### config.mk
export PLATFORM = sky130hd
export DESIGN_NAME = quadtree_bitmap_decoder_unit
export DESIGN_NICKNAME = d
export VERILOG_FILES = /design/src/rtl/qtbd_pkg.sv /design/src/rtl/qtbd_stack_mem.sv /design/src/rtl/quadtree_bitmap_decoder_unit.sv
export SDC_FILE = /design/constraint.sdc
export NUM_CORES = 2
export LEC_CHECK = 0
export ABC_AREA = 1
export BUFFER_PORTS_ARGS = -buffer_cell sky130_fd_sc_hd__buf_2
export CORE_ASPECT_RATIO = 0.6
export CORE_MARGIN = 4
export CORE_UTILIZATION = 60
export CTS_BUF_LIST = sky130_fd_sc_hd__clkbuf_16
export CTS_CLUSTER_SIZE = 14
export DETAILED_ROUTE_END_ITERATION = 10
export PLACE_DENSITY = 0.76
export SLEW_MARGIN = 20
export SYNTH_ARGS = -nofsm -noshare
export SYNTH_HDL_FRONTEND = slang
export SYNTH_SLANG_ARGS = --single-unit
### constraint.sdc
create_clock -name clk_i -period 15.1 [get_ports clk_i]
set_input_delay 1.51 -clock clk_i [delete_from_list [all_inputs] [get_ports clk_i]]
set_output_delay 1.51 -clock clk_i [all_outputs]
set_load 0.005 [all_outputs]
### src/rtl/qtbd_pkg.sv
// Shared constants for the quadtree bitmap decoder.
`timescale 1ns / 1ps

package qtbd_pkg;

  // Port widths fixed by the interface.
  localparam int SYMBOL_W   = 2;
  localparam int CFG_DATA_W = 9;
  localparam int CFG_IDX_W  = 1;
  localparam int FILL_POS_W = 8;
  localparam int FILL_DIM_W = 9;

  // Symbol codes; code 3 is unused and ignored.
  localparam logic [SYMBOL_W-1:0] SYM_LEAF0 = 2'd0;
  localparam logic [SYMBOL_W-1:0] SYM_LEAF1 = 2'd1;
  localparam logic [SYMBOL_W-1:0] SYM_SPLIT = 2'd2;

  // Configuration register indexes.
  localparam logic [CFG_IDX_W-1:0] REG_IMAGE_ROWS = 1'd0;
  localparam logic [CFG_IDX_W-1:0] REG_IMAGE_COLS = 1'd1;

  // Quadrant bit positions within a group mask (pop order TL first).
  localparam int QUAD_TL = 0;
  localparam int QUAD_TR = 1;
  localparam int QUAD_BL = 2;
  localparam int QUAD_BR = 3;
  localparam int QUAD_N  = 4;

endpackage

### src/rtl/qtbd_stack_mem.sv
// Group stack memory: one write port, one registered read port with write forwarding.
`timescale 1ns / 1ps

module qtbd_stack_mem #(
  parameter int WIDTH = 32,
  parameter int DEPTH = 32
) (
  input  logic                     clk_i,
  input  logic                     we_i,
  input  logic [$clog2(DEPTH)-1:0] waddr_i,
  input  logic [WIDTH-1:0]         wdata_i,
  input  logic [$clog2(DEPTH)-1:0] raddr_i,
  output logic [WIDTH-1:0]         rdata_o
);

  logic [WIDTH-1:0] mem_q [DEPTH];
  logic [WIDTH-1:0] rdata_q;

  // A write to the address being read shows the new word next cycle.
  always_ff @(posedge clk_i) begin
    if (we_i) begin
      mem_q[waddr_i] <= wdata_i;
    end
    if (we_i && (waddr_i == raddr_i)) begin
      rdata_q <= wdata_i;
    end else begin
      rdata_q <= mem_q[raddr_i];
    end
  end

  assign rdata_o = rdata_q;

endmodule

### src/rtl/quadtree_bitmap_decoder_unit.sv
// Quadtree bitmap decoder top level: symbol stream in, rectangle fill words out.
`timescale 1ns / 1ps

//  channel | direction | handshake                | payload
//  --------+-----------+--------------------------+---------------------------------------
//  cfg     | in        | cfg_valid_i / cfg_ready_o | cfg_index_i, cfg_data_i
//  in      | in        | in_valid_i / in_stall_o   | symbol_i, start_image_i
//  out     | out       | out_valid_o / out_stall_i | fill_top/left/height/width, pixel, done
//
//  One symbol word per cycle while in_stall_o is low. A leaf word shows its fill word in the
//  cycle after acceptance. The rate is set by the top group register and the
//  prefetch of the stack memory's top entry, which is read again every cycle.
//  Reset (rst_ni low, async) empties the stack; rows and cols return to 1.
//  No clearing pass: memory entries are only read after being written.
//  in_stall_o rises only while a fill word waits and out_stall_i is high.
//  Config writes are always taken (cfg_ready_o is tied high).

module quadtree_bitmap_decoder_unit #(
  parameter int MAX_DIM     = 256,
  parameter int STACK_DEPTH = 32
) (
  input  logic                             clk_i,
  input  logic                             rst_ni,
  input  logic                             cfg_valid_i,
  output logic                             cfg_ready_o,
  input  logic [qtbd_pkg::CFG_IDX_W-1:0]   cfg_index_i,
  input  logic [qtbd_pkg::CFG_DATA_W-1:0]  cfg_data_i,
  input  logic                             in_valid_i,
  output logic                             in_stall_o,
  input  logic [qtbd_pkg::SYMBOL_W-1:0]    symbol_i,
  input  logic                             start_image_i,
  output logic                             out_valid_o,
  input  logic                             out_stall_i,
  output logic [qtbd_pkg::FILL_POS_W-1:0]  fill_top_o,
  output logic [qtbd_pkg::FILL_POS_W-1:0]  fill_left_o,
  output logic [qtbd_pkg::FILL_DIM_W-1:0]  fill_height_o,
  output logic [qtbd_pkg::FILL_DIM_W-1:0]  fill_width_o,
  output logic                             pixel_value_o,
  output logic                             image_done_o
);

  import qtbd_pkg::*;

  localparam int CW    = $clog2(MAX_DIM);      // coordinate bits
  localparam int DW    = $clog2(MAX_DIM + 1);  // size bits
  localparam int CNT_W = $clog2(STACK_DEPTH + 1);
  localparam int AW    = $clog2(STACK_DEPTH);
  localparam logic [CNT_W-1:0] DEPTH_C = CNT_W'(STACK_DEPTH);
  localparam logic [DW-1:0]    MAX_C   = DW'(MAX_DIM);

  // A stack "group" is a parent rectangle plus the mask of its quadrants
  // still pending; the root image is a single group whose one entry is the
  // rectangle itself. The logical stack is the concatenation of groups.
  typedef struct packed {
    logic [CW-1:0]     top;
    logic [CW-1:0]     left;
    logic [DW-1:0]     height;
    logic [DW-1:0]     width;
    logic              single;
    logic [QUAD_N-1:0] mask;
  } group_t;

  localparam int GRP_W = $bits(group_t);

  // ---------------------------------------------------------------- registers
  logic [CFG_DATA_W-1:0] rows_q, cols_q;
  group_t                tg_q, tg_d;       // top group, held in flops
  logic [AW-1:0]         gc_q, gc_d;       // groups held in memory
  logic [CNT_W-1:0]      cnt_q, cnt_d;     // logical stack entries

  logic                  out_valid_q, out_valid_d;
  logic [CW-1:0]         o_top_q, o_left_q;
  logic [DW-1:0]         o_height_q, o_width_q;
  logic                  o_pixel_q, o_done_q;

  // ---------------------------------------------------------------- memory port
  logic                  mem_we;
  logic [AW-1:0]         mem_waddr, mem_raddr;
  group_t                mem_wdata;
  logic [GRP_W-1:0]      mem_rdata;
  group_t                mtop;

  logic acc, sym_leaf, sym_split;

  assign cfg_ready_o = 1'b1;
  assign in_stall_o  = out_valid_q && out_stall_i;
  assign acc         = in_valid_i && !in_stall_o;
  assign sym_leaf    = (symbol_i == SYM_LEAF0) || (symbol_i == SYM_LEAF1);
  assign sym_split   = (symbol_i == SYM_SPLIT);
  assign mtop        = group_t'(mem_rdata);

  // ---------------------------------------------------------------- restart view
  logic [DW-1:0]    rows_c, cols_c;
  group_t           a_tg;
  logic [CNT_W-1:0] a_cnt;
  logic [AW-1:0]    a_gc;

  assign rows_c = (32'(rows_q) > 32'(MAX_DIM)) ? MAX_C : DW'(rows_q);
  assign cols_c = (32'(cols_q) > 32'(MAX_DIM)) ? MAX_C : DW'(cols_q);

  always_comb begin
    a_tg  = tg_q;
    a_cnt = cnt_q;
    a_gc  = gc_q;
    if (start_image_i) begin
      a_tg.top    = '0;
      a_tg.left   = '0;
      a_tg.height = rows_c;
      a_tg.width  = cols_c;
      a_tg.single = 1'b1;
      a_gc        = '0;
      if ((rows_c != '0) && (cols_c != '0)) begin
        a_tg.mask = QUAD_N'(1);
        a_cnt     = CNT_W'(1);
      end else begin
        a_tg.mask = '0;
        a_cnt     = '0;
      end
    end
  end

  // ---------------------------------------------------------------- pop
  // Parent halves: upper/left take the ceiling.
  logic [DW:0]       ph_inc, pw_inc;
  logic [DW-1:0]     p_hi, p_lo, p_wl, p_wr;
  logic [CW-1:0]     p_mid_row, p_mid_col;
  logic [QUAD_N-1:0] sel, m_rest;
  group_t            rgn;                  // popped rectangle (mask unused)

  assign ph_inc    = {1'b0, a_tg.height} + {{DW{1'b0}}, 1'b1};
  assign pw_inc    = {1'b0, a_tg.width} + {{DW{1'b0}}, 1'b1};
  assign p_hi      = ph_inc[DW:1];
  assign p_wl      = pw_inc[DW:1];
  assign p_lo      = a_tg.height >> 1;
  assign p_wr      = a_tg.width >> 1;
  assign p_mid_row = CW'(a_tg.top + p_hi);
  assign p_mid_col = CW'(a_tg.left + p_wl);
  assign sel       = a_tg.mask & (~a_tg.mask + QUAD_N'(1));
  assign m_rest    = a_tg.mask & ~sel;

  always_comb begin
    rgn        = a_tg;
    rgn.single = 1'b0;
    rgn.mask   = '0;
    if (!a_tg.single) begin
      priority if (a_tg.mask[QUAD_TL]) begin
        rgn.height = p_hi;
        rgn.width  = p_wl;
      end else if (a_tg.mask[QUAD_TR]) begin
        rgn.left   = p_mid_col;
        rgn.height = p_hi;
        rgn.width  = p_wr;
      end else if (a_tg.mask[QUAD_BL]) begin
        rgn.top    = p_mid_row;
        rgn.height = p_lo;
        rgn.width  = p_wl;
      end else begin
        rgn.top    = p_mid_row;
        rgn.left   = p_mid_col;
        rgn.height = p_lo;
        rgn.width  = p_wr;
      end
    end
  end

  // ---------------------------------------------------------------- split
  // Pushes go BR, BL, TR, TL; once the stack is full the rest are dropped.
  logic [CNT_W-1:0]  c1, free_n;
  logic [QUAD_N-1:0] ne, g_mask;
  logic [2:0]        used;

  assign c1     = a_cnt - CNT_W'(1);
  assign free_n = DEPTH_C - c1;
  assign ne[QUAD_TL] = 1'b1;
  assign ne[QUAD_TR] = (rgn.width >> 1) != '0;
  assign ne[QUAD_BL] = (rgn.height >> 1) != '0;
  assign ne[QUAD_BR] = ne[QUAD_TR] && ne[QUAD_BL];

  always_comb begin
    used   = '0;
    g_mask = '0;
    for (int i = QUAD_N - 1; i >= 0; i--) begin
      if (ne[i] && (CNT_W'(used) < free_n)) begin
        g_mask[i] = 1'b1;
        used      = used + 3'd1;
      end
    end
  end

  // ---------------------------------------------------------------- next state
  logic do_pop, emit;

  assign do_pop = acc && (a_cnt != '0) && (sym_leaf || sym_split);
  assign emit   = do_pop && sym_leaf;

  always_comb begin
    tg_d      = tg_q;
    cnt_d     = cnt_q;
    gc_d      = gc_q;
    mem_we    = 1'b0;
    mem_waddr = a_gc;
    mem_wdata = a_tg;
    mem_wdata.mask = m_rest;
    if (acc) begin
      tg_d  = a_tg;
      cnt_d = a_cnt;
      gc_d  = a_gc;
    end
    if (do_pop) begin
      if (sym_split) begin
        cnt_d = c1 + CNT_W'(used);
        // Spill what is left of the top group before the new one takes over.
        if (m_rest != '0) begin
          mem_we = 1'b1;
          gc_d   = a_gc + AW'(1);
        end
        tg_d      = rgn;
        tg_d.mask = g_mask;
      end else begin
        cnt_d = c1;
        if (m_rest != '0) begin
          tg_d.mask = m_rest;
        end else if (a_gc != '0) begin
          tg_d = mtop;
          gc_d = a_gc - AW'(1);
        end else begin
          tg_d.mask = '0;
        end
      end
    end
  end

  // Prefetch the entry that will be on top of memory next cycle.
  assign mem_raddr = gc_d - AW'(1);

  qtbd_stack_mem #(
    .WIDTH (GRP_W),
    .DEPTH (STACK_DEPTH)
  ) u_stack_mem (
    .clk_i   (clk_i),
    .we_i    (mem_we),
    .waddr_i (mem_waddr),
    .wdata_i (mem_wdata),
    .raddr_i (mem_raddr),
    .rdata_o (mem_rdata)
  );

  // ---------------------------------------------------------------- output stage
  always_comb begin
    out_valid_d = out_valid_q;
    if (emit) begin
      out_valid_d = 1'b1;
    end else if (!out_stall_i) begin
      out_valid_d = 1'b0;
    end
  end

  always_ff @(posedge clk_i) begin
    if (emit) begin
      o_top_q    <= rgn.top;
      o_left_q   <= rgn.left;
      o_height_q <= rgn.height;
      o_width_q  <= rgn.width;
      o_pixel_q  <= symbol_i[0];
      o_done_q   <= (c1 == '0);
    end
  end

  always_ff @(posedge clk_i or negedge rst_ni) begin
    if (!rst_ni) begin
      rows_q      <= CFG_DATA_W'(1);
      cols_q      <= CFG_DATA_W'(1);
      tg_q        <= '0;
      gc_q        <= '0;
      cnt_q       <= '0;
      out_valid_q <= 1'b0;
    end else begin
      tg_q        <= tg_d;
      gc_q        <= gc_d;
      cnt_q       <= cnt_d;
      out_valid_q <= out_valid_d;
      if (cfg_valid_i) begin
        unique case (cfg_index_i)
          REG_IMAGE_ROWS: rows_q <= cfg_data_i;
          REG_IMAGE_COLS: cols_q <= cfg_data_i;
          default: ;
        endcase
      end
    end
  end

  assign out_valid_o   = out_valid_q;
  assign fill_top_o    = FILL_POS_W'(o_top_q);
  assign fill_left_o   = FILL_POS_W'(o_left_q);
  assign fill_height_o = FILL_DIM_W'(o_height_q);
  assign fill_width_o  = FILL_DIM_W'(o_width_q);
  assign pixel_value_o = o_pixel_q;
  assign image_done_o  = o_done_q;

endmodule

# [Word-level counts from Yosys, hierarchy flattened]
# Memories as Yosys holds them, arrays and structs flattened. A register that Yosys moved wholly into a read port is not among the register bits.
# Cells that the tools add are included.
[word_totals] ram_bits=1248 out_inout_bits=39 in_bits=18 regBits=105 n_memories=1
[op_classes] bitwise=5 n_eq_ne=3 order_cmp=6 n_mux=45 n_addsub=14 reduce_logical=25
[memory_table] name="u_stack_mem.mem_q" depth=32 word_bits=39 rd=1 rd_ports_with_merged_regs=1 write_ports=1 line="qtbd_stack_mem.sv:16" source="logic [WIDTH-1:0] mem_q [DEPTH];"
[op_table] op="2-to-1 mux 39 bit" n=4
[op_table] op="2-to-1 mux 35 bit" n=2
[op_table] op="nonzero test 9 bit" n=4
[op_table] op="2-to-1 mux 5 bit" n=7
[op_table] op="2-to-1 mux 34 bit" n=1
[op_table] op="2-to-1 mux 9 bit" n=3
[op_table] op="2-to-1 mux 26 bit" n=1
[op_table] op="2-to-1 mux 6 bit" n=4
[op_table] op="adder 9 x 1 -> 10 bit (second input constant)" n=2
[op_table] op="> comparator 9 bit (second input constant)" n=2
[op_table] op="< comparator 3 x 6 -> 1 bit" n=3
[op_table] op="2-to-1 mux 18 bit" n=1
[op_table] op="adder 8 bit" n=2
[op_table] op="2-to-1 mux 16 bit" n=1
[op_table] op="2-to-1 mux 8 bit" n=2
[op_table] op="2-to-1 mux 1 bit" n=14
[op_table] op="logical AND 1 bit" n=10
[op_table] op="subtractor 5 x 1 -> 5 bit (second input constant)" n=2
[op_table] op="adder 3 x 1 -> 3 bit (second input constant)" n=3
[op_table] op="2-to-1 mux 3 bit" n=3
[op_table] op="AND 4 bit" n=2
[op_table] op="2-to-1 mux 4 bit" n=2
[op_table] op="inverter 4 bit" n=2
[op_table] op="adder 6 x 3 -> 6 bit" n=1
[op_table] op="other kinds (18)" n=20

# [Longest topological paths before layout]
[logic_depth] depth_word=27 mapped_depth=50

# [Modules after synthesis]
# Synthesis repeated with hierarchy kept, for this count alone.
[hier_totals] hier_cells=5375 area_unflattened_um2=58391.0
[modules_own_cells] mod="qtbd_stack_mem" n_inst=1 area_each_um2=50279.5 cells_per_inst=4264
[modules_own_cells] mod="quadtree_bitmap_decoder_unit" n_inst=1 area_each_um2=8111.5 cells_per_inst=1111

# [Worst setup path after synthesis]
# No wires, ideal clock.
[synth_timing] path_kind="input to register" start="input port start_image_i" end="register cnt_q[4]" setup_slack_ns=8.270 path_buffers=2 setup_time_ns=0.144 stages=42 arrival_ns=6.686 cell_sequence="buf_6 inv_4 buf_2 a21oi_1 inv_1 ha_1 inv_1 nor2_1 nand2_2 inv_1 nand2_1 o21ai_1 nand2_1 o21ai_2 nor2_1 nand3_1 nand2_1 nand2_1 [6 not listed] nand2_1 nand3_2 nand2_4 inv_1 o21ai_0 inv_1 ha_1 nand2_1 nand2_2 nand2_2 nand2_1 nand2_1 ha_1 fa_1 a21oi_1 nor3_1 xor2_1 o221ai_1"
[synth_lines] item="start, declared" line="quadtree_bitmap_decoder_unit.sv:31" source="input logic start_image_i,"
[synth_lines] item="end signal, assigned" line="quadtree_bitmap_decoder_unit.sv:280" source="cnt_q <= cnt_d;"
[synth_lines] item="end, declared" line="quadtree_bitmap_decoder_unit.sv:69" source="logic [CNT_W-1:0] cnt_q, cnt_d;"

==> impl_metrics.csv <==
group,metric,value,unit
outcome,status,"finished, final reports clean",
clock_network,clk_latency,0.74,ns
finish,instances_no_fill,5664,
worst_setup_path,cp_num_buf_inv,11,
clock_network,htreeDepth,3,
hold_path,hold_class,"reg2reg",
place,hpwl,86.6,mm
worst_setup_path,crit_type,"in2reg",
clock_network,cts_tree,"built",
yosys,synth_most_common_cell,"edfxtp_1",
worst_setup_path,timing.rr.end,"cnt_q[5]",
clock_network,cts.reportedPaths.clkPinSlew,0.07,ns
place,place_inst,5476,
timing,hold-worst-slack,0.502,ns
worst_setup_path,cp.depth,46,
die,start_util,61.0,%
clock_network,clockRootBuffer,"clkbuf_16",
worst_setup_path,cpMaxStageDelayCell,"inv_1",
flow_run,maxCapViolations,0,
place,gp_congestion,0.981,
die,pin_count,57,
worst_setup_path,crit_top_cell,"nand2_1",
timing,fmax,0.120,GHz
grt,grt_antenna_before_repair,2,
timing,setup_violations,0,
grt,top_usage_layer,"met1",
grt,grt_pass1_wl,241,mm
yosys,ys_top_cells_by_area,"edfxtp_1 68%, o21ai_0 6.4%, nor2_1 4.9%, o221ai_1 4.5%, dfrtp_1 3.0%",
power,p_leak,19.9,nW
worst_setup_path,crit_start,"start_image_i",
grt,met1_usage,52.3,%
grt,grtUsageMet2,46.1,%
worst_setup_path,cp.required,15.67,ns
routing,drt_iter0_drc,7019,
die,die_area,96900,sq um
yosys,async_flop_share,5.20,%
timing,timing.final.ws_setup,6.76,ns
die,die_w,399,microns
timing,setup_tns,0,ns
yosys,synth_cells,4420,
worst_setup_path,cpPeakStageDelay,0.76,ns
die,die_y,243,microns
power,powerDensity,180,nW/um^2
clock_network,cts_hold_buf,0,
worst_setup_path,cp_data_arrival_time,8.91,ns
clock_network,post_cts_buffers,0,
worst_setup_path,reg2reg_depth,45,
yosys,syn-cell-area,55100,sq um
die,rows,85,
yosys,synth_edf_count,1252,
timing,worst_slew_pin_slew,1.26,ns
yosys,synth.distinct_cells,60,
routing,drcViolationCount,0,
routing,totalWireLength,165,mm
yosys,ys_top_cells_by_count,"1,252 x edfxtp_1, 714 x nor2_1, 701 x o21ai_0",
yosys,synth_flop_cell,"edfxtp_1",
timing,fin_skew,0.0288,ns
place,preCtsSetupSlack,6.31,ns
worst_setup_path,critical-path-top-delay-family,"simple AND/OR/NAND/NOR gates",
finish,drive_gt1_share,9.11,%
worst_setup_path,r2r_start,"rows_q[8]",
finish,area_delta_synth_final,8.82,%
clock_network,cts.path.max_buffers,3,
worst_setup_path,critPathMaxFanout,36,
clock_network,cts_sinks,1326,
timing,fin_crit_sh,55.2,%
die,core,90300,sq um
finish,nNetsFinal,4424,
routing,ant_nets,0,
finish,diodes,0,
clock_network,ctsResizeCount,0,
worst_setup_path,r2r_setup_slack,7.75,ns
grt,grt_pass1_vias,35000,
yosys,synth.net_count,4472,
yosys,ys_warn_count,0,
yosys,yosysSeqAreaShare,71.6,%
yosys,post-synth-top-area-cell,"edfxtp_1",
worst_setup_path,startpoint_type,"primary input",
worst_setup_path,crit_path_end_kind,"register",
grt,grt.met3_usage,9.85,%
timing,relSlewSlack,15.9,%
timing,period_needed,8.34,ns
yosys,synth.ff_latch_count,1326,
timing,rsz0062_at_grt,"false",
worst_setup_path,crit_path_end,"cnt_q[5]",
timing,drv_slew,0,
grt,overflow,0,
yosys,synth_top_area_share,68.3,%
yosys,syn_avg_cell_area,12.5,sq um
place,port_buffers,55,
power,ir_drop,0.159,mV
grt,grt_start_max_net_pins,195,
clock_network,numCtsBuffers,112,
timing,hold_viol,0,
routing,vias,38600,
routing,viasPerCell,6.82,
grt,gr-usage-all-layers,33.8,%
routing,first_pass_iters,6,
routing,wl_per_cell,29.1,microns
[power breakdown]
part           leakage (nW)  total, mW  switching, mW  internal, mW
Clock                  1.71       2.68           1.30          1.38
Combinational          5.93       3.66           2.71         0.952
Sequential             12.3       4.44          0.120          4.32
Total                  19.9       10.8           4.13          6.66
[layer usage]
layer / share of wire, % / up-vias / wire length [microns]
met5: 0.016 / - / 27
met4: 3.5 / 4 / 5840
met3: 16 / 390 / 26600
met2: 41 / 3271 / 68500
met1: 39 / 18600 / 64100
li1: - / 16400 / -
[flip-flops by register name, summed over array words and instances (netlist names), named ones only]
signal / count
out_valid_o: 1
fill_width_o: 9
u_stack_mem.mem_q: 1216
cnt_q: 6
cols_q: 9
fill_top_o: 8
gc_q: 5
pixel_value_o: 1
tg_q: 39
rows_q: 9
fill_left_o: 8
fill_height_o: 9
image_done_o: 1
[layout by cell type, fill, tap and decap left out, drive strengths merged, types with 52 or more instances in the layout]
cell type  synthesis  layout
o22ai             52      52
buf               55     139
edfxtp          1252    1252
a21oi            129     129
clkbuf           246     113
nand3            174     174
dfrtp             67      67
inv              156     190
o221ai           283     283
nor2             730     730
nand2            370     370
o21ai            714     714
[cells by family (layout without fill, tap and decap cells)]
kind of cell	Yosys count	count (layout)	synth area share [%]
AOI/OAI and AO/OA	1263	1263	14.1
other	1	1	0.00681
and+or+nand+nor	1315	1315	9.94
muxes	1	1	0.0182
DFF	1326	1326	71.6
xor gates and xnor gates	18	18	0.286
adders and majority gates	34	34	0.813
buffers and inverters	462	488	3.28
[worst reg2reg max path: cells and delay by family (launching register included)]
kind / cells / cell delay, ns
and+or+nand+nor: 22 / 2.36
DFF: 1 / 0.40
AOI/OAI and AO/OA: 9 / 1.42
buffers and inverters: 9 / 1.54
adders and majority gates: 5 / 1.47
[through the flow]
| step | util [%] | cell area (sq um) | power, mW |
|---|---|---|---|
| 6_report | 66.4 | 59900 | 10.8 |
| 5_1_grt | 66.4 | 59900 | 11.2 |
| 4_1_cts | 66.4 | 59900 | 10.7 |
| 3_5_place_dp | 62.7 | 56600 | 8.03 |
| 3_3_place_gp | 62.7 | 56600 | 7.97 |
| 2_1_floorplan | - | 55100 | 6.85 |
[cell type report]
cell class | count | area (sq um)
Clock buffer | 113 | 2830
Clock inverter | 75 | 453
Fill cell | 6324 | 30400
Inverter | 161 | 633
Multi-Input combinational cell | 2632 | 14100
Sequential cell | 1326 | 39400
Tap cell | 1218 | 1520
Timing Repair Buffer | 139 | 933
[worst min path at each step]
stage / slack [ns] / start / end / depth (start not counted)
finish: 0.50 / tg_q[3] / tg_q[3] / 2
global route: 0.51 / tg_q[3] / tg_q[3] / 2
CTS: 0.49 / tg_q[3] / tg_q[3] / 2
detailed placement: 0.47 / tg_q[3] / tg_q[3] / 2
global placement: 0.47 / tg_q[3] / tg_q[3] / 2
floorplan: 0.45 / tg_q[3] / tg_q[3] / 2
No activity file was read; power rests on OpenSTA's default activity.
